<file path="src/design/orthographic_view_projection_core_assert.svh">
// assertion macros shared by the projection core modules
`ifndef ORTHOGRAPHIC_VIEW_PROJECTION_CORE_ASSERT_SVH
`define ORTHOGRAPHIC_VIEW_PROJECTION_CORE_ASSERT_SVH

// same-cycle implication, checked on every clock outside reset
`define OVP_ASSERT_IMPL(name, pre, post) \
	name: assert property (@(posedge clk) disable iff (!arst_n) (pre) |-> (post)) \
		else $error("ovp assertion failed");

// next-cycle implication
`define OVP_ASSERT_NEXT(name, pre, post) \
	name: assert property (@(posedge clk) disable iff (!arst_n) (pre) |=> (post)) \
		else $error("ovp assertion failed");

`endif

</file>
<file path="src/design/ovp_pkg.sv">
// shared constants, types and helpers of the orthographic projection core
`timescale 1ns / 1ps

package ovp_pkg;

	localparam int COORD_W = 16;
	localparam int CFG_W   = 16;
	localparam int IDX_W   = 3;
	localparam int COEF_F  = 16;
	localparam int COEF_W  = COEF_F + 2;

	// coefficient derivation widths
	localparam int SQ_W    = 2 * CFG_W;
	localparam int DVD_W   = SQ_W + 2 * COEF_F;
	localparam int REM_W   = SQ_W + 1;
	localparam int CNT_W   = $clog2(DVD_W);
	localparam int RV_W    = 2 * COEF_F + 1;
	localparam int RES_W   = RV_W + 1;
	localparam int Q_F     = 28;
	localparam int Q_W     = Q_F + 1;
	localparam int Q_SH    = Q_F - COEF_F;
	localparam int ANG_W   = 16;
	localparam int AMAG_W  = ANG_W - 2;
	localparam int PI_W    = 31;
	localparam logic [PI_W-1:0] TWO_PI_Q28 = 31'd1686629713;
	localparam logic [Q_W-1:0]  Q_ONE = {1'b1, {Q_F{1'b0}}};

	// datapath widths
	localparam int X1_W    = COEF_W + COORD_W + 1;
	localparam int E_W     = X1_W + 3;
	localparam int PROD_W  = COEF_W + E_W;
	localparam int TRQ_W   = PROD_W - COEF_F;
	localparam int ZOOM_W  = 16;
	localparam int PR_W    = E_W - 1 + ZOOM_W;
	localparam int PLACE_SH = COEF_F + 8;
	localparam int IP_W    = PR_W - PLACE_SH;
	localparam int SUM_W   = IP_W + 2;

	// register reset values
	localparam logic signed [CFG_W-1:0] RST_VIEW_X = -16'sd1;
	localparam logic signed [CFG_W-1:0] RST_VIEW_Y = 16'sd1;
	localparam logic signed [CFG_W-1:0] RST_VIEW_Z = -16'sd1;
	localparam logic [ZOOM_W-1:0]       RST_ZOOM   = 16'd307;

	typedef enum logic [IDX_W-1:0] {
		REG_VIEW_X   = 3'd0,
		REG_VIEW_Y   = 3'd1,
		REG_VIEW_Z   = 3'd2,
		REG_ZOOM     = 3'd3,
		REG_ANGLE    = 3'd4,
		REG_OFFSET_X = 3'd5,
		REG_OFFSET_Y = 3'd6
	} cfg_reg_t;

	typedef enum logic [4:0] {
		C_SQX, C_SQY, C_SQZ, C_SUM, C_TSUM,
		C_RLOAD, C_DIV, C_RINIT, C_ROOT, C_STORE,
		C_ANG_T, C_ANG_T2, C_H_MUL, C_H_SUB, C_SFIN, C_FINAL, C_DONE
	} coef_state_t;

	typedef struct packed {
		logic signed [COEF_W-1:0] ca;
		logic signed [COEF_W-1:0] sa;
		logic signed [COEF_W-1:0] cb;
		logic signed [COEF_W-1:0] sb;
		logic signed [COEF_W-1:0] cc;
		logic signed [COEF_W-1:0] sc;
		logic                     degenerate;
		logic                     ready;
	} coef_t;

	// reciprocals of the series divisors 42, 20, 6 (sine) and 56, 30, 12, 2 (cosine),
	// exact floor division for numerators below 2^28
	function automatic logic [Q_W-1:0] horner_recip(input logic [2:0] h);
		logic [Q_W-1:0] m;
		case (h)
			3'd0: m = Q_W'(409044505);
			3'd1: m = Q_W'(429496730);
			3'd2: m = Q_W'(357913942);
			3'd3: m = Q_W'(306783379);
			3'd4: m = Q_W'(286331154);
			3'd5: m = Q_W'(357913942);
			3'd6: m = Q_W'(268435456);
			default: m = '0;
		endcase
		return m;
	endfunction

	// right shift that goes with each reciprocal
	function automatic logic [5:0] horner_shift(input logic [2:0] h);
		logic [5:0] s;
		case (h)
			3'd0: s = 6'd34;
			3'd1: s = 6'd33;
			3'd2: s = 6'd31;
			3'd3: s = 6'd34;
			3'd4: s = 6'd33;
			3'd5: s = 6'd32;
			3'd6: s = 6'd29;
			default: s = 6'd0;
		endcase
		return s;
	endfunction

	// product in Q(COEF_F) scaled down, truncated toward zero
	function automatic logic signed [TRQ_W-1:0] trunc_q(input logic signed [PROD_W-1:0] p);
		logic signed [PROD_W-1:0] b;
		b = p + (p[PROD_W-1] ? {{(PROD_W-COEF_F){1'b0}}, {COEF_F{1'b1}}} : {PROD_W{1'b0}});
		return b[PROD_W-1:COEF_F];
	endfunction

endpackage

</file>
<file path="src/design/ovp_place.sv">
// zoom, offset, truncation and clamping stages
`timescale 1ns / 1ps

module ovp_place import ovp_pkg::*; (
	input  logic                      clk,
	input  logic                      arst_n,
	input  logic                      adv,
	input  logic                      ev,
	input  logic signed [E_W-1:0]     ex,
	input  logic signed [E_W-1:0]     ey,
	input  logic                      degenerate,
	input  logic [ZOOM_W-1:0]         zoom,
	input  logic signed [CFG_W-1:0]   offset_x,
	input  logic signed [CFG_W-1:0]   offset_y,
	output logic                      out_v,
	output logic signed [COORD_W-1:0] screen_x,
	output logic signed [COORD_W-1:0] screen_y,
	output logic                      degenerate_view,
	output logic                      saturated
);

	localparam logic signed [SUM_W-1:0] SAT_HI =
		{{(SUM_W-COORD_W+1){1'b0}}, {(COORD_W-1){1'b1}}};
	localparam logic signed [SUM_W-1:0] SAT_LO =
		{{(SUM_W-COORD_W+1){1'b1}}, {(COORD_W-1){1'b0}}};

	logic v_s8, v_s9, v_s10;
	logic [E_W-2:0]   mx_s8, my_s8;
	logic             addx_s8, addy_s8, addx_s9, addy_s9, addx_s10, addy_s10;
	logic [PR_W-1:0]  px_s9, py_s9;
	logic signed [SUM_W-1:0] tx_s10, ty_s10;
	logic             frx_s10, fry_s10;

	logic signed [SUM_W-1:0] tx_adj, ty_adj;
	logic             satx, saty;

	always_ff @(posedge clk or negedge arst_n) begin
		if (!arst_n) begin
			v_s8  <= 1'b0;
			v_s9  <= 1'b0;
			v_s10 <= 1'b0;
			out_v <= 1'b0;
		end else if (adv) begin
			v_s8  <= ev;
			v_s9  <= v_s8;
			v_s10 <= v_s9;
			out_v <= v_s10;
		end
	end

	// truncation toward zero of the sum: pull back toward zero if a fraction was dropped
	always_comb begin
		tx_adj = tx_s10;
		if (addx_s10 && tx_s10 < 0 && frx_s10)
			tx_adj = tx_s10 + SUM_W'(1);
		else if (!addx_s10 && tx_s10 > 0 && frx_s10)
			tx_adj = tx_s10 - SUM_W'(1);
		ty_adj = ty_s10;
		if (addy_s10 && ty_s10 < 0 && fry_s10)
			ty_adj = ty_s10 + SUM_W'(1);
		else if (!addy_s10 && ty_s10 > 0 && fry_s10)
			ty_adj = ty_s10 - SUM_W'(1);
		satx = (tx_adj > SAT_HI) || (tx_adj < SAT_LO);
		saty = (ty_adj > SAT_HI) || (ty_adj < SAT_LO);
	end

	always_ff @(posedge clk) begin
		if (adv) begin
			mx_s8   <= ex[E_W-1] ? (E_W-1)'(-ex) : (E_W-1)'(ex);
			my_s8   <= ey[E_W-1] ? (E_W-1)'(-ey) : (E_W-1)'(ey);
			addx_s8 <= !ex[E_W-1];
			// screen y grows downward
			addy_s8 <= ey[E_W-1];

			px_s9   <= mx_s8 * zoom;
			py_s9   <= my_s8 * zoom;
			addx_s9 <= addx_s8;
			addy_s9 <= addy_s8;

			tx_s10  <= addx_s9 ? SUM_W'(offset_x) + SUM_W'(px_s9[PR_W-1:PLACE_SH])
			                   : SUM_W'(offset_x) - SUM_W'(px_s9[PR_W-1:PLACE_SH]);
			ty_s10  <= addy_s9 ? SUM_W'(offset_y) + SUM_W'(py_s9[PR_W-1:PLACE_SH])
			                   : SUM_W'(offset_y) - SUM_W'(py_s9[PR_W-1:PLACE_SH]);
			frx_s10 <= |px_s9[PLACE_SH-1:0];
			fry_s10 <= |py_s9[PLACE_SH-1:0];
			addx_s10 <= addx_s9;
			addy_s10 <= addy_s9;

			if (degenerate) begin
				screen_x  <= offset_x;
				screen_y  <= offset_y;
				saturated <= 1'b0;
			end else begin
				screen_x  <= tx_adj > SAT_HI ? COORD_W'(SAT_HI) :
				             tx_adj < SAT_LO ? COORD_W'(SAT_LO) : COORD_W'(tx_adj);
				screen_y  <= ty_adj > SAT_HI ? COORD_W'(SAT_HI) :
				             ty_adj < SAT_LO ? COORD_W'(SAT_LO) : COORD_W'(ty_adj);
				saturated <= satx || saty;
			end
			degenerate_view <= degenerate;
		end
	end

endmodule

</file>
<file path="config.mk">
export PLATFORM = sky130hd
export DESIGN_NAME = ovp_place
export DESIGN_NICKNAME = d
export VERILOG_FILES = /design/src/design/orthographic_view_projection_core_assert.svh /design/src/design/ovp_pkg.sv /design/src/design/ovp_place.sv
export SDC_FILE = /design/constraint.sdc
export NUM_CORES = 2
export LEC_CHECK = 0
export BUFFER_PORTS_ARGS = -buffer_cell sky130_fd_sc_hd__buf_2
export CORE_MARGIN = 2
export CORE_UTILIZATION = 40
export DETAILED_ROUTE_END_ITERATION = 8
export HOLD_SLACK_MARGIN = 0.15
export SLEW_MARGIN = 5
export SYNTH_ARGS = -nofsm -noshare
export SYNTH_HDL_FRONTEND = slang
export SYNTH_SLANG_ARGS = --single-unit
export TNS_END_PERCENT = 100
</file>
<file path="constraint.sdc">
create_clock -name clk -period 9.4 [get_ports clk]
set_clock_uncertainty 0.15 [all_clocks]
set_input_delay 1.88 -clock clk [delete_from_list [all_inputs] [get_ports clk]]
set_output_delay 1.88 -clock clk [all_outputs]
set_load 0.01 [all_outputs]
</file>
Yosys cells after proc, flatten, opt, wreduce, memory -nomap -nowiden
Cells that the tools add are included.
{"block": "op_classes", "add_sub_neg": 10, "mul": 2, "magnitude_cmp": 8, "n_mux": 14, "reduce_logical": 16}
{"op": "$mux 31", "count": 6}
{"op": "$mul 37x16->53", "count": 2}
{"op": "$mux 16", "count": 6}
{"op": "$mux 37", "count": 2}
{"op": "$neg 37->37", "count": 2}
{"op": "$add 16x30->31", "count": 2}
{"op": "$add 31x2->31 const B", "count": 2}
{"op": "$gt 31x1->1 const B", "count": 2}
{"op": "$gt 31x16->1 const B", "count": 2}
{"op": "$lt 31x1->1 const B", "count": 2}
{"op": "$lt 31x16->1 const B", "count": 2}
{"op": "$sub 16x30->31", "count": 2}
{"op": "$sub 31x2->31 const B", "count": 2}
{"op": "$reduce_or 24->1", "count": 2}
{"op": "$logic_and 1x1->1", "count": 8}
{"op": "$logic_not 1->1", "count": 3}
{"op": "$logic_or 1x1->1", "count": 3}
{"block": "totals", "reg_bits": 288, "in_bits": 129, "out_inout_bits": 35, "elab_cells": 72}

Logic depth before layout (Yosys ltp)
{"block": "logic_depth", "word_depth": 9, "ltp_mapped": 27, "ltp_nobuf": 25}

Worst setup path after synthesis
OpenSTA, ideal clock, no wires.
{"block": "synth_timing", "path_type": "input-to-reg", "from": "input port zoom[7]", "to": "register py_s9[51], data pin", "setup_ns": 0.258, "t_arrival_ns": 8.181, "t_required_ns": 8.992, "slack_ns": 0.812, "cell_stages": 26, "path_buffers": 2, "path_cell_list": "clkbuf_1 -> clkbuf_1 -> nand2_1 -> fa_1 -> inv_1 -> fa_1 -> inv_1 -> fa_1 -> inv_1 -> fa_1 -> fa_1 -> inv_1 -> fa_1 -> inv_1 -> ha_1 -> nand2_1 -> a21oi_1 -> o211ai_1 -> o21a_1 -> a31o_2 -> o31a_1 -> o221ai_1 -> o31ai_1 -> or3_1 -> a311o_1 -> xnor2_1"}
{"block": "synth_between", "elab_chain_len": 1}
{"element": "from (decl)", "line_no": "ovp_place.sv:12", "source": "input logic [ZOOM_W-1:0] zoom,"}
{"element": "$mul 37x16->53", "line_no": "ovp_place.sv:76", "source": "py_s9 <= my_s8 * zoom;"}
{"element": "to (signal assigned)", "line_no": "ovp_place.sv:76"}
{"element": "to (decl)", "line_no": "ovp_place.sv:30", "source": "logic [PR_W-1:0] px_s9, py_s9;"}
No other way between the ends.
A chain may end at the register's enable or synchronous reset.

Worst setup path in the final report
{"block": "layout_timing", "from": "input port zoom[5]", "to": "register py_s9[51], data pin"}
Same word-level chain as after synthesis.

==> out/qor.txt <==
Die H = 371 µm
layout cells sized above 1 = 5.72%
max_cap viols = 0
commonest non-fill, non-tap cell in the layout = inv_1
cell count after synthesis = 5948
fill count = 13113
Core Rows = 134
PortBufs = 163
register area share after synthesis = 16.0%
wirelength, routed = 143000 µm
crit path capture type = register
CTS tree = built
vias in the first global route = 42416
nets = 7398
synthesis-to-finish area growth = 7.63%
Final Max Slew Viols = 0
Root Buffer = clkbuf_16
syn_nets = 7375
synthesized area = 53800 µm²
crit path max fanout = 30
residual DRC count = 0
starting density of the core = 40.3%
core area = 133000 µm²
setup TNS = 0 ns
largest family of logic cells by synthesized area = adder cells
RSZ-0062 raised after global routing = false
initial antenna violation count = 8
per-cell routed wire length = 18.4 µm
1st-iter DRT viols = 2927
Synth Area in Simple Gates = 17.1%
post-route ant nets = 0
Worst slew margin = 26.0%
largest net degree at the start of global routing = 88
gpl congestion = 0.887
First-pass DRT Iterations = 6
Clock transition at path regs = 0.06 ns
CP required = 9.60 ns
final worst slack = 0.674 ns
# IOs = 164
Longest Clk Path Bufs = 3
outcome = complete, no violations
setup violators final = 0
grt ovf = 0
vias per cell = 5.21
Clock Sinks = 288
mean post-synth cell area = 9.05 µm²
CTS buffer count = 37
Synth Area in Adders = 43.8%
Die ar. = 137000 µm²
Max Freq = 115 MHz
CP arrival = 8.93 ns
Post-CTS Resized = 0
worst skew pair latency = 0.62 ns
storage element area = 8630 µm²
Post-synth top flop = edfxtp_1
die width = 371 µm
post-synthesis mux area share = 0.165%
Hold Fails Final Rpt = 0
pre-CTS setup slack = 0.104 ns
post-synthesis xor/xnor area fraction = 5.21%
vias = 40468
critical path class = in -> reg
compound-cell area share of the yosys netlist = 7.59%
Tightest Pin Transition = 1.11 ns
Final Cycle Share = 92.8%
Hold-fix buffers, CTS = 0
flops & latches, synth = 288
multi-input logic area = 39800 µm²
Ys Warns = 0
CP startpoint kind = primary input
EDFF count, synth = 284
commonest non-fill, non-tap cells in the layout = inv_1 (1184), nand2_1 (1027), fa_1 (978)
first-pass GRT wire length = 233000 µm
Detail Placement HPWL = 113000 µm
Tmin final = 8.73 ns
Yosys cell types = 71
H-tree levels = 2
post-CTS setup buffers = 0
Hold Crit Class = reg -> reg
Total GRT Usage = 21.4%
async set-reset flop share out of synthesis = 1.39%
==> registers in the layout, summed over array words and instances (netlist names), 16 cells and up <==
signal / cells
px_s9: 53
screen_y: 16
my_s8: 37
mx_s8: 37
py_s9: 53
ty_s10: 31
screen_x: 16
tx_s10: 31
==> Yosys cell counts (all sizes together) (15+ instances only) <==
cell    number  area [µm²]
nand3       61         305
or4         21         169
nor4        44         297
and3        32         200
nor2       188         706
xor2       117        1020
o21bai      15         113
a31oi       32         200
a211oi      34         255
xnor2      203        1780
and2       372        2330
o31ai       33         272
o21a        27         203
fa         978       19600
edfxtp     284        8530
o21ai      126         631
ha         320        4000
nand2     1027        3850
a21oi      181         906
nand2b      26         163
clkbuf     251         942
inv       1184        4440
nand4       43         269
or3         27         189
nor3        70         350
a21o        69         518
o211ai      16         130
nor2b       19         119
==> kinds of logic after synthesis <==
group,after synthesis
buffers and inverters,1442
AOI/OAI and AO/OA,631
muxes,8
adders and majority gates,1298
and+or+nand+nor,1961
DFF,288
xor gates and xnor gates,320
==> stage by stage <==
step                instance area [µm²]  cells  hold WS (ns)  utilization (%)
finish                            57900   7772         0.275             43.4
global route                      57900   7765         0.285             43.4
CTS                               57900   7765         0.280             43.4
detailed placement                56700   7700         0.266             42.5
global placement                  56700   7700         0.256             42.5
floorplan                         53800   5948         0.250                -
==> worst max-delay path, cell delays in order <==
cell and delay (ns):
buf_2 0.67, and2_1 0.26, fa_1 0.43, inv_1 0.08, fa_1 0.43, fa_1 0.52
inv_1 0.06, fa_1 0.49, fa_1 0.50, inv_1 0.05, fa_1 0.47, inv_1 0.04
ha_1 0.37, nand4_1 0.18, nor2_1 0.13, o211ai_1 0.10, o21a_1 0.23, a31o_2 0.29
o31a_1 0.35, o221ai_1 0.29, o31ai_1 0.19, or3_1 0.42, a311o_1 0.34, xnor2_1 0.12
==> path summary, 6_finish.rpt <==
check                      cells after the start  slack [ns]      start        end
min                                            0        0.28    addy_s8    addy_s9
max in group asynchronous                      1        8.05     arst_n      out_v
min reg2reg                                    0        0.28    addy_s8    addy_s9
min in group asynchronous                      1        0.94     arst_n      v_s10
max reg2reg                                   25        1.64  my_s8[30]  py_s9[47]
max                                           24        0.67    zoom[5]  py_s9[51]
==> final cells by class <==
cell class                      count  share of cell area (%)
Sequential cell                   288                    14.9
Tap cell                         1768                    3.82
Timing Repair Buffer              242                    2.80
Antenna cell                        7                  0.0302
Clock inverter                     25                   0.523
Inverter                         1184                    7.67
Clock buffer                       40                    1.62
Multi-Input combinational cell   4218                    68.6
==> routing by layer <==
metal | share of wire, % | vias to the layer above | wire (µm) | track usage, %
li1 | - | 18526 | - | -
met2 | 44 | 1387 | 63000 | 33.3
met3 | 7.9 | 158 | 11300 | 3.83
met5 | 0.029 | - | 41 | 0
met4 | 1.6 | 6 | 2320 | 4.03
met1 | 47 | 20391 | 66700 | 31.3
Power is left out: the tool's default activity adds up to more than one toggle a clock period on the data nets, which glitch-free logic cannot reach.
