$ cat src/design/orthographic_view_projection_core_assert.svh
// assertion macros shared by the projection core modules
`ifndef ORTHOGRAPHIC_VIEW_PROJECTION_CORE_ASSERT_SVH
`define ORTHOGRAPHIC_VIEW_PROJECTION_CORE_ASSERT_SVH

// same-cycle implication, checked on every clock outside reset
`define OVP_ASSERT_IMPL(name, pre, post) \
	name: assert property (@(posedge clk) disable iff (!arst_n) (pre) |-> (post)) \
		else $error("ovp assertion failed");

// next-cycle implication
`define OVP_ASSERT_NEXT(name, pre, post) \
	name: assert property (@(posedge clk) disable iff (!arst_n) (pre) |=> (post)) \
		else $error("ovp assertion failed");

`endif

$ cat src/design/ovp_pkg.sv
// shared constants, types and helpers of the orthographic projection core
`timescale 1ns / 1ps

package ovp_pkg;

	localparam int COORD_W = 16;
	localparam int CFG_W   = 16;
	localparam int IDX_W   = 3;
	localparam int COEF_F  = 16;
	localparam int COEF_W  = COEF_F + 2;

	// coefficient derivation widths
	localparam int SQ_W    = 2 * CFG_W;
	localparam int DVD_W   = SQ_W + 2 * COEF_F;
	localparam int REM_W   = SQ_W + 1;
	localparam int CNT_W   = $clog2(DVD_W);
	localparam int RV_W    = 2 * COEF_F + 1;
	localparam int RES_W   = RV_W + 1;
	localparam int Q_F     = 28;
	localparam int Q_W     = Q_F + 1;
	localparam int Q_SH    = Q_F - COEF_F;
	localparam int ANG_W   = 16;
	localparam int AMAG_W  = ANG_W - 2;
	localparam int PI_W    = 31;
	localparam logic [PI_W-1:0] TWO_PI_Q28 = 31'd1686629713;
	localparam logic [Q_W-1:0]  Q_ONE = {1'b1, {Q_F{1'b0}}};

	// datapath widths
	localparam int X1_W    = COEF_W + COORD_W + 1;
	localparam int E_W     = X1_W + 3;
	localparam int PROD_W  = COEF_W + E_W;
	localparam int TRQ_W   = PROD_W - COEF_F;
	localparam int ZOOM_W  = 16;
	localparam int PR_W    = E_W - 1 + ZOOM_W;
	localparam int PLACE_SH = COEF_F + 8;
	localparam int IP_W    = PR_W - PLACE_SH;
	localparam int SUM_W   = IP_W + 2;

	// register reset values
	localparam logic signed [CFG_W-1:0] RST_VIEW_X = -16'sd1;
	localparam logic signed [CFG_W-1:0] RST_VIEW_Y = 16'sd1;
	localparam logic signed [CFG_W-1:0] RST_VIEW_Z = -16'sd1;
	localparam logic [ZOOM_W-1:0]       RST_ZOOM   = 16'd307;

	typedef enum logic [IDX_W-1:0] {
		REG_VIEW_X   = 3'd0,
		REG_VIEW_Y   = 3'd1,
		REG_VIEW_Z   = 3'd2,
		REG_ZOOM     = 3'd3,
		REG_ANGLE    = 3'd4,
		REG_OFFSET_X = 3'd5,
		REG_OFFSET_Y = 3'd6
	} cfg_reg_t;

	typedef enum logic [4:0] {
		C_SQX, C_SQY, C_SQZ, C_SUM, C_TSUM,
		C_RLOAD, C_DIV, C_RINIT, C_ROOT, C_STORE,
		C_ANG_T, C_ANG_T2, C_H_MUL, C_H_SUB, C_SFIN, C_FINAL, C_DONE
	} coef_state_t;

	typedef struct packed {
		logic signed [COEF_W-1:0] ca;
		logic signed [COEF_W-1:0] sa;
		logic signed [COEF_W-1:0] cb;
		logic signed [COEF_W-1:0] sb;
		logic signed [COEF_W-1:0] cc;
		logic signed [COEF_W-1:0] sc;
		logic                     degenerate;
		logic                     ready;
	} coef_t;

	// reciprocals of the series divisors 42, 20, 6 (sine) and 56, 30, 12, 2 (cosine),
	// exact floor division for numerators below 2^28
	function automatic logic [Q_W-1:0] horner_recip(input logic [2:0] h);
		logic [Q_W-1:0] m;
		case (h)
			3'd0: m = Q_W'(409044505);
			3'd1: m = Q_W'(429496730);
			3'd2: m = Q_W'(357913942);
			3'd3: m = Q_W'(306783379);
			3'd4: m = Q_W'(286331154);
			3'd5: m = Q_W'(357913942);
			3'd6: m = Q_W'(268435456);
			default: m = '0;
		endcase
		return m;
	endfunction

	// right shift that goes with each reciprocal
	function automatic logic [5:0] horner_shift(input logic [2:0] h);
		logic [5:0] s;
		case (h)
			3'd0: s = 6'd34;
			3'd1: s = 6'd33;
			3'd2: s = 6'd31;
			3'd3: s = 6'd34;
			3'd4: s = 6'd33;
			3'd5: s = 6'd32;
			3'd6: s = 6'd29;
			default: s = 6'd0;
		endcase
		return s;
	endfunction

	// product in Q(COEF_F) scaled down, truncated toward zero
	function automatic logic signed [TRQ_W-1:0] trunc_q(input logic signed [PROD_W-1:0] p);
		logic signed [PROD_W-1:0] b;
		b = p + (p[PROD_W-1] ? {{(PROD_W-COEF_F){1'b0}}, {COEF_F{1'b1}}} : {PROD_W{1'b0}});
		return b[PROD_W-1:COEF_F];
	endfunction

endpackage

$ cat src/design/ovp_coef.sv
// sequencer deriving the six rotation coefficients from the view registers
`timescale 1ns / 1ps
`include "orthographic_view_projection_core_assert.svh"

module ovp_coef import ovp_pkg::*; (
	input  logic                    clk,
	input  logic                    arst_n,
	input  logic                    restart,
	input  logic signed [CFG_W-1:0] view_x,
	input  logic signed [CFG_W-1:0] view_y,
	input  logic signed [CFG_W-1:0] view_z,
	input  logic [ANG_W-1:0]        view_angle,
	output coef_t                   coefs
);

	localparam logic [CNT_W-1:0] CNT_LAST  = CNT_W'(DVD_W - 1);
	localparam logic [2:0]       SIN_LAST  = 3'd2;
	localparam logic [2:0]       COS_FIRST = 3'd3;
	localparam logic [2:0]       COS_LAST  = 3'd6;
	localparam logic [RES_W-1:0] ROOT_MAX  = {{(RES_W-COEF_F-1){1'b0}}, 1'b1, {COEF_F{1'b0}}};

	coef_state_t state_q, state_d;
	logic        degen_q;
	logic [1:0]  job_q;

	logic [SQ_W-1:0]  sqx_q, sqy_q, sqz_q, s_sum_q, t_sum_q;
	logic [DVD_W-1:0] dvd_q;
	logic [REM_W-1:0] rem_q;
	logic [SQ_W-1:0]  den_q;
	logic [CNT_W-1:0] cnt_q;
	logic [RV_W-1:0]  rv_q, bit_q;
	logic [RES_W-1:0] res_q;
	logic [Q_W-1:0]   t_q, t2_q, acc_q, sin_q;
	logic [2:0]       hidx_q;
	logic signed [COEF_W-1:0] ca_q, sa_q, cb_q, sb_q, cc_q, sc_q;

	// squares of the view components
	logic signed [CFG_W-1:0] sq_in;
	logic signed [SQ_W-1:0]  sq_p;

	// shared Q28 multiplier
	logic [Q_W-1:0]     mul_a, mul_b;
	logic [2*Q_W-1:0]   mul_p;
	logic [Q_W-1:0]     mul_q;
	logic [Q_W-1:0]     h_quo;

	// divider and root steps
	logic [REM_W-1:0] rem_sh, rem_n;
	logic [REM_W:0]   rem_diff;
	logic             div_ge;
	logic [RES_W-1:0] trial, res_n;
	logic             root_ge;
	logic [SQ_W-1:0]  num_sel, den_sel;

	// angle split
	logic [ANG_W-1:0]        ang_sum;
	logic [1:0]              quad;
	logic                    rneg;
	logic [AMAG_W-1:0]       rmag;
	logic [AMAG_W+PI_W-1:0]  ang_p;
	logic [Q_W:0]            sn_rnd, cs_rnd;
	logic signed [COEF_W-1:0] sn_mag, cs_mag, sn_s;
	logic signed [COEF_W-1:0] root_mag;

	always_comb begin
		case (state_q)
			C_SQX:   sq_in = view_x;
			C_SQY:   sq_in = view_y;
			default: sq_in = view_z;
		endcase
		sq_p = sq_in * sq_in;
	end

	always_comb begin
		case (state_q)
			C_ANG_T2: begin
				mul_a = t_q;
				mul_b = t_q;
			end
			C_SFIN: begin
				mul_a = t_q;
				mul_b = acc_q;
			end
			// series division as a reciprocal multiply
			C_H_SUB: begin
				mul_a = dvd_q[Q_W-1:0];
				mul_b = horner_recip(hidx_q);
			end
			default: begin
				mul_a = t2_q;
				mul_b = acc_q;
			end
		endcase
		mul_p = mul_a * mul_b;
		mul_q = mul_p[Q_F+Q_W-1:Q_F];
		h_quo = Q_W'(mul_p >> horner_shift(hidx_q));
	end

	always_comb begin
		rem_sh   = {rem_q[REM_W-2:0], dvd_q[DVD_W-1]};
		rem_diff = {1'b0, rem_sh} - {2'b00, den_q};
		div_ge   = !rem_diff[REM_W];
		rem_n    = div_ge ? rem_diff[REM_W-1:0] : rem_sh;
	end

	always_comb begin
		trial   = res_q + RES_W'(bit_q);
		root_ge = RES_W'(rv_q) >= trial;
		res_n   = root_ge ? (res_q >> 1) + RES_W'(bit_q) : res_q >> 1;
	end

	always_comb begin
		case (job_q)
			2'd0:    num_sel = sqy_q;
			2'd1:    num_sel = sqx_q;
			2'd2:    num_sel = sqz_q;
			default: num_sel = s_sum_q;
		endcase
		den_sel  = job_q[1] ? t_sum_q : s_sum_q;
		root_mag = COEF_W'(res_q);
	end

	// residual of at most an eighth of a turn around the nearest quadrant
	always_comb begin
		ang_sum = view_angle + {3'b001, {(ANG_W-3){1'b0}}};
		quad    = ang_sum[ANG_W-1:ANG_W-2];
		rneg    = !ang_sum[AMAG_W-1];
		rmag    = rneg ? {1'b1, {(AMAG_W-1){1'b0}}} - ang_sum[AMAG_W-1:0]
		               : ang_sum[AMAG_W-1:0] - {1'b1, {(AMAG_W-1){1'b0}}};
		ang_p   = rmag * TWO_PI_Q28;
		sn_rnd  = {1'b0, sin_q} + (Q_W+1)'(1 << (Q_SH - 1));
		cs_rnd  = {1'b0, acc_q} + (Q_W+1)'(1 << (Q_SH - 1));
		sn_mag  = COEF_W'(sn_rnd >> Q_SH);
		cs_mag  = COEF_W'(cs_rnd >> Q_SH);
		sn_s    = rneg ? -sn_mag : sn_mag;
	end

	always_comb begin
		state_d = state_q;
		unique case (state_q)
			C_SQX:   state_d = C_SQY;
			C_SQY:   state_d = C_SQZ;
			C_SQZ:   state_d = C_SUM;
			C_SUM:   state_d = C_TSUM;
			C_TSUM:  state_d = (s_sum_q == '0) ? C_ANG_T : C_RLOAD;
			C_RLOAD: state_d = C_DIV;
			C_DIV: begin
				if (cnt_q == CNT_LAST)
					state_d = C_RINIT;
			end
			C_RINIT: state_d = C_ROOT;
			C_ROOT: begin
				if (bit_q[0])
					state_d = C_STORE;
			end
			C_STORE:  state_d = (job_q == 2'd3) ? C_ANG_T : C_RLOAD;
			C_ANG_T:  state_d = C_ANG_T2;
			C_ANG_T2: state_d = C_H_MUL;
			C_H_MUL:  state_d = C_H_SUB;
			C_H_SUB: begin
				if (hidx_q == SIN_LAST)
					state_d = C_SFIN;
				else if (hidx_q == COS_LAST)
					state_d = C_FINAL;
				else
					state_d = C_H_MUL;
			end
			C_SFIN:  state_d = C_H_MUL;
			C_FINAL: state_d = C_DONE;
			C_DONE:  state_d = C_DONE;
			default: state_d = C_SQX;
		endcase
		if (restart)
			state_d = C_SQX;
	end

	always_comb begin
		coefs.ca         = ca_q;
		coefs.sa         = sa_q;
		coefs.cb         = cb_q;
		coefs.sb         = sb_q;
		coefs.cc         = cc_q;
		coefs.sc         = sc_q;
		coefs.degenerate = degen_q;
		coefs.ready      = (state_q == C_DONE);
	end

	always_ff @(posedge clk or negedge arst_n) begin
		if (!arst_n) begin
			state_q <= C_SQX;
			degen_q <= 1'b0;
		end else begin
			state_q <= state_d;
			if (state_q == C_TSUM)
				degen_q <= (s_sum_q == '0);
		end
	end

	always_ff @(posedge clk) begin
		case (state_q)
			C_SQX: sqx_q <= sq_p;
			C_SQY: sqy_q <= sq_p;
			C_SQZ: sqz_q <= sq_p;
			C_SUM: s_sum_q <= sqx_q + sqy_q;
			C_TSUM: begin
				t_sum_q <= s_sum_q + sqz_q;
				job_q   <= '0;
				if (s_sum_q == '0) begin
					ca_q <= '0;
					sa_q <= '0;
					cb_q <= '0;
					sb_q <= '0;
				end
			end
			C_RLOAD: begin
				dvd_q <= {num_sel, {(2*COEF_F){1'b0}}};
				den_q <= den_sel;
				rem_q <= '0;
				cnt_q <= '0;
			end
			C_DIV: begin
				dvd_q <= {dvd_q[DVD_W-2:0], div_ge};
				rem_q <= rem_n;
				cnt_q <= cnt_q + 1'b1;
			end
			C_RINIT: begin
				rv_q  <= dvd_q[RV_W-1:0];
				res_q <= '0;
				bit_q <= {1'b1, {(RV_W-1){1'b0}}};
			end
			C_ROOT: begin
				if (root_ge)
					rv_q <= rv_q - trial[RV_W-1:0];
				res_q <= res_n;
				bit_q <= bit_q >> 2;
			end
			C_STORE: begin
				case (job_q)
					2'd0:    ca_q <= view_y[CFG_W-1] ? -root_mag : root_mag;
					2'd1:    sa_q <= (!view_x[CFG_W-1] && view_x != '0) ? -root_mag : root_mag;
					2'd2:    sb_q <= view_z[CFG_W-1] ? -root_mag : root_mag;
					default: cb_q <= root_mag;
				endcase
				job_q <= job_q + 1'b1;
			end
			C_ANG_T: begin
				t_q    <= ang_p[Q_W+ANG_W-1:ANG_W];
				hidx_q <= '0;
			end
			C_ANG_T2: t2_q <= mul_q;
			C_H_MUL: begin
				// first step of each series divides t^2 directly
				if (hidx_q == '0 || hidx_q == COS_FIRST)
					dvd_q <= DVD_W'(t2_q);
				else
					dvd_q <= DVD_W'(mul_q);
			end
			C_H_SUB: begin
				acc_q <= Q_ONE - h_quo;
				if (hidx_q != SIN_LAST && hidx_q != COS_LAST)
					hidx_q <= hidx_q + 1'b1;
			end
			C_SFIN: begin
				sin_q  <= mul_q;
				hidx_q <= hidx_q + 1'b1;
			end
			C_FINAL: begin
				unique case (quad)
					2'd0: begin
						cc_q <= cs_mag;
						sc_q <= sn_s;
					end
					2'd1: begin
						cc_q <= -sn_s;
						sc_q <= cs_mag;
					end
					2'd2: begin
						cc_q <= -cs_mag;
						sc_q <= -sn_s;
					end
					default: begin
						cc_q <= sn_s;
						sc_q <= -cs_mag;
					end
				endcase
			end
			default: ;
		endcase
	end

	`OVP_ASSERT_NEXT(a_restart_busy, restart, !coefs.ready)
	`OVP_ASSERT_IMPL(a_degen_zero, coefs.ready && coefs.degenerate, coefs.ca == '0 && coefs.sa == '0)
	`OVP_ASSERT_IMPL(a_root_range, state_q == C_STORE, res_q <= ROOT_MAX)

endmodule

$ cat config.mk
export PLATFORM = sky130hd
export DESIGN_NAME = ovp_coef
export DESIGN_NICKNAME = d
export VERILOG_FILES = /design/src/design/ovp_pkg.sv /design/src/design/ovp_coef.sv
export VERILOG_INCLUDE_DIRS = /design/src /design/src/design
export SDC_FILE = /design/constraint.sdc
export NUM_CORES = 2
export LEC_CHECK = 0
export ABC_CLOCK_PERIOD_IN_PS = 16520
export BUFFER_PORTS_ARGS = -buffer_cell sky130_fd_sc_hd__buf_2
export CAP_MARGIN = 20
export CORE_MARGIN = 1.5
export CORE_UTILIZATION = 55
export DETAILED_ROUTE_END_ITERATION = 10
export PLACE_DENSITY = 0.8
export SYNTH_ARGS = -nofsm -noshare
export SYNTH_HDL_FRONTEND = slang
export SYNTH_SLANG_ARGS = --single-unit
$ cat constraint.sdc
create_clock -name clk -period 16.52 [get_ports clk]
set_input_delay 0.826 -clock clk [delete_from_list [all_inputs] [get_ports clk]]
set_output_delay 0.826 -clock clk [all_outputs]
set_load 0.005 [all_outputs]
* Word-level counts from Yosys, hierarchy flattened
Cells that the tools add are included.
** Word-level totals
- Memory bits (read-only) :: 0
- RAM bits :: 0
- Register bits after elaboration :: 629
- Bits of input ports :: 67
- Logic and storage cells :: 162
- Bits in latches :: 0
- Memories :: 0
** Cells by class
- Eq/ne operators :: 39
- Shifts and indexed selects :: 1
- Bitwise gates (word level) :: 0
- Reduce and logical (&&, ||, !) cells :: 29
- Add/sub/neg operators :: 19
- Magnitude comparators :: 1
- $mul :: 3
- Multiplexer cells :: 44
- Div/mod/pow operators :: 0
** Operators by type and width (number)
- one-hot mux 64 bit (3 select lines) :: 1
- one-hot mux 29 bit (6 select lines) :: 1
- 2-to-1 mux 18 bit :: 9
- one-hot mux 18 bit (2 select lines) :: 4
- one-hot mux 33 bit (2 select lines) :: 2
- one-hot mux 29 bit (2 select lines) :: 2
- one-hot mux 18 bit (3 select lines) :: 2
- one-hot mux 32 bit (3 select lines) :: 1
- one-hot mux 5 bit (15 select lines) :: 1
- negator 18 bit :: 4
- one-hot mux 34 bit (2 select lines) :: 1
- adder 32 bit :: 2
- 2-to-1 mux 32 bit :: 2
- one-hot mux 32 bit (2 select lines) :: 1
- adder 29 x 12 -> 30 bit, second input constant :: 2
- multiplier 29 x 29 -> 58 bit :: 1
- right shift 58 x 6 -> 29 bit :: 1
- multiplier 14 x 31 -> 45 bit, second input constant :: 1
- == test 5 x 4 -> 1 bit, second input constant :: 8
- adder 33 x 33 -> 34 bit :: 1
- adder 34 x 33 -> 34 bit :: 1
- >= comparator 33 x 34 -> 1 bit :: 1
- 2-to-1 mux 34 bit :: 1
- subtractor 33 x 32 -> 34 bit :: 1
- 48 further kinds :: 85

* Depth between registers and ports, before layout
- Word-level depth :: 7
- Gate-level depth with buffers :: 50
- Gate-level depth less buffers :: 45

* Worst setup path before layout
Ideal clock, no wire load.
- Path kind :: reg2reg
- Start point :: register state_q[1]
- End point :: register acc_q[28] (data pin)
- Arrival time :: 11179 ps
- Path buffers :: 5
- Path slack :: 5079 ps
- Period minus slack after synthesis :: 11441 ps
- Data required time :: 16258 ps
- Library setup time :: 262 ps
- Cell stages (with the launch flop) :: 45
- Cells stage by stage :: dfrtp_1 > clkbuf_1 > nor2b_1 > nand3_1 > inv_2 > buf_2 > clkbuf_1 > nor2_1 > o31ai_1 > clkbuf_1 > nand2_1 > fa_1 > inv_1 > fa_1 > inv_1 > fa_1 > fa_1 > inv_1 > [9 not listed] > o21ai_0 > nor2_1 > a22oi_1 > a21boi_0 > xnor2_1 > nor2_1 > a211oi_1 > a211oi_1 > mux2_2 > inv_1 > ha_1 > inv_1 > a2111oi_4 > nand2_1 > or3b_4 > nor2_4 > nand4_1 > xor2_1
** On the way
- Cells in the longest elaborated chain, start to end :: 6
- Elaborated cells between the ends (all ways) :: 9
** Ends and longest elaborated chain
- start: declaration :: line ovp_coef.sv:22 : coef_state_t state_q, state_d;
- start signal: assignment :: line ovp_coef.sv:193 : state_q <= state_d;
- == test 5 x 4 -> 1 bit :: line ovp_coef.sv:75 : case (state_q)
- OR reduction 2 bit (no line)
- one-hot mux 29 bit (2 select lines) :: line ovp_coef.sv:75
- multiplier 29 x 29 -> 58 bit * :: line ovp_coef.sv:94 : mul_p = mul_a * mul_b;
- right shift 58 x 6 -> 29 bit * :: line ovp_coef.sv:96 : h_quo = Q_W'(mul_p >> horner_shift(hidx_q));
- named net h_quo[0] :: line ovp_coef.sv:45 : logic [Q_W-1:0] h_quo;
- subtractor 29 bit * :: line ovp_coef.sv:259 : acc_q <= Q_ONE - h_quo;
- end signal: assignment :: line ovp_coef.sv:259
- end: declaration :: line ovp_coef.sv:33 : logic [Q_W-1:0] t_q, t2_q, acc_q, sin_q;
Mark *: on every way through the listed nets, which the timed path passes. The rest lies on a longest branch.
A chain may end at the register's enable or synchronous reset.

* Final worst setup path
- Start point :: register state_q[2]
- End point :: register acc_q[28] (data pin)
The elaborated chain is that of the path after synthesis.

==> flow_summary.json <==
{
  "path_max_fanout": 49,
  "met1_usage_pct": 47.9,
  "wirelength_um": 260000,
  "clock_latency_ps": 640,
  "cts_setup_buffers": 0,
  "drcViolationCount": 0,
  "synth.distinct_cells": 108,
  "detail-route-antenna-nets": 0,
  "via_per_inst": 6.11,
  "place_ws_ps": 2830,
  "hold_path_class": "primary input to asynchronous set/reset pin",
  "clkTransAtPathRegs_ps": 60,
  "crit_top_cell": "fa_1",
  "r2r_slack_ps": 2460,
  "use_met2_pct": 54.4,
  "yosys_warnings": 0,
  "syn_nets": 10384,
  "setup_viol": 0,
  "die_w_um": 384,
  "fill_cells": 12054,
  "relSlewSlack_pct": 5.35,
  "syn-instance-count": 8562,
  "slowest_stage": "and2_1",
  "h-tree-depth": 3,
  "crit_arrival_ps": 14440,
  "synth-seq-area-share_pct": 22.5,
  "slew_viol_final": 0,
  "critPathRequiredTime_ps": 16890,
  "fmax_mhz": 71.1,
  "die_area_mm2": 0.148,
  "drive_above_1_share_pct": 7.36,
  "synth.cell_area_mm2": 0.0799,
  "io_pins": 177,
  "cts-buffers-inserted": 69,
  "hold_viol_final": 0,
  "place_congestion": 1.05,
  "cts.sinks": 599,
  "final_common_cell": "inv_1",
  "grt_max_degree": 81,
  "syn_area_per_cell_um2": 9.33,
  "clock_path_buffers": 3,
  "rsz0062_at_grt": "no",
  "cts_tree": "yes",
  "io_buffers": 176,
  "slowest_delay_ps": 960,
  "grt.total_usage_pct": 35.4,
  "critPathKind": "flip-flop to flip-flop",
  "crit_family": "adder cells",
  "initial_core_util_pct": 55.5,
  "die_h_um": 384,
  "grt_pass1_wl_um": 394000,
  "dpl.hpwl_um": 202000,
  "top_usage_layer": "met2",
  "fin_crit_ps": 14060,
  "synth_edf_count": 593,
  "skew_ps": 36.2,
  "area_growth_pct": 7.28,
  "wl_per_cell_um": 24.6,
  "crit_path_end_kind": "flip-flop",
  "ys_async_sr_fraction_pct": 1.00,
  "cap_violations": 0,
  "crit_buf_inv": 8,
  "synthFlopType": "edfxtp_1",
  "antenna_found_initial": 3,
  "grt_use_met3_pct": 8.78,
  "rows": 139,
  "synth_seq_cells": 599,
  "num_vias": 64489,
  "grt_pass1_vias": 65484,
  "cts_resized": 0,
  "status": "finished, final reports clean",
  "setup_ws_ps": 2460,
  "final_cell_mix": "inv_1, fa_1, nor2_1, nand2_1, ha_1",
  "grt-ovfl-total": 0,
  "tns_ps": 0,
  "cts-root-buf": "clkbuf_16",
  "worst_slew_pin_slew_ps": 1420,
  "cts-hold-fix-buffers": 0,
  "fin_crit_sh_pct": 85.1,
  "fin_nets": 10414,
  "drt_iter0_markers": 7139,
  "dr.pass1.iters": 8,
  "coreArea_mm2": 0.144,
  "cp-start-kind": "flip-flop"
}
==> Yosys cell counts, types with 31 or more instances <==
library cell  number  share of area, %
a211oi_1          67              0.63
a21o_1            84              0.79
a21oi_1          327               2.0
a221o_1           62              0.78
a221oi_1          70              0.77
a222oi_1          31              0.39
a31oi_1           44              0.34
and2_1           113              0.88
and3_1            43              0.34
buf_1             35              0.16
clkbuf_1         313               1.5
edfxtp_1         593                22
fa_1            1089                27
ha_1             666                10
inv_1           1365               6.4
mux2_2            39              0.55
mux2i_1           56              0.70
nand2_1          946               4.4
nand2b_1          32              0.25
nand3_1          101              0.63
nand4_1           52              0.41
nor2_1          1015               4.8
nor2b_1           39              0.31
nor3_1            93              0.58
nor4_1            37              0.29
o21a_1            36              0.34
o21ai_0          282               1.8
o31ai_1           34              0.32
or3_1             41              0.32
xnor2_1          247               2.7
xor2_1           194               2.1
==> stage by stage <==
step / hold WS (ps) / utilization [%] / cell area, µm² / instances
floorplan: 451 / - / 79900 / 8562
global placement: 503 / 57.9 / 83300 / 10412
detailed placement: 511 / 58.0 / 83400 / 10415
CTS: 7.33 / 59.5 / 85500 / 10538
global route: 15.2 / 59.6 / 85700 / 10547
finish: 22.2 / 59.6 / 85700 / 10549
==> area by class of cell <==
class                           count  area (µm²)  area share (%)
Antenna cell                        2        5.00         0.00584
Clock buffer                       83        1810            2.11
Clock inverter                     40         345           0.403
Inverter                         1377        5170            6.03
Multi-Input combinational cell   6208       55800            65.1
Sequential cell                   599       18000            21.0
Tap cell                         1903        2380            2.78
Timing Repair Buffer              337        2240            2.62
==> worst paths after layout <==
path,from,to,cells after the start
max,state_q[2],acc_q[28],40
min,arst_n,state_q[2],1
max reg2reg,state_q[2],acc_q[28],40
min reg2reg,dvd_q[52],dvd_q[53],2
max in group asynchronous,arst_n,degen_q,1
min in group clk,restart,state_q[3],2
==> metal layers <==
| layer | vias up | wire [µm] |
|---|---|---|
| li1 | 28237 | - |
| met1 | 31890 | 102000 |
| met2 | 3613 | 114000 |
| met3 | 745 | 30700 |
| met4 | 4 | 13700 |
| met5 | - | 34 |
==> sequential cells by signal, summed over array words and instances, names as in the netlist, 3 cells and up <==
| register | cells |
|---|---|
| sqy_q | 31 |
| sc_q | 18 |
| sa_q | 18 |
| state_q | 5 |
| sin_q | 18 |
| acc_q | 29 |
| t2_q | 29 |
| cnt_q | 6 |
| s_sum_q | 32 |
| bit_q | 17 |
| t_q | 29 |
| res_q | 34 |
| hidx_q | 3 |
| ca_q | 18 |
| den_q | 32 |
| dvd_q | 64 |
| rem_q | 32 |
| sqx_q | 31 |
| rv_q | 33 |
| cc_q | 18 |
| t_sum_q | 32 |
| cb_q | 18 |
| sqz_q | 31 |
| sb_q | 18 |
==> cells by family (layout without fill, tap and decap cells) <==
| family | after synthesis | count (layout) | share of synthesized area (%) |
|---|---|---|---|
| AND/OR/NAND/NOR | 2618 | 2618 | 14.3 |
| buffers and inverters | 1755 | 1837 | 8.31 |
| AO/OA/AOI/OAI | 1293 | 1293 | 11.0 |
| other | 0 | 2 | 0 |
| adder cells (fa/ha/maj) | 1756 | 1756 | 37.7 |
| multiplexers | 100 | 100 | 1.39 |
| flip-flops | 599 | 599 | 22.5 |
| XOR/XNOR | 441 | 441 | 4.83 |
Power is not shown: default switching activity piles up to over one toggle a cycle in this logic, so the estimate is an artifact.
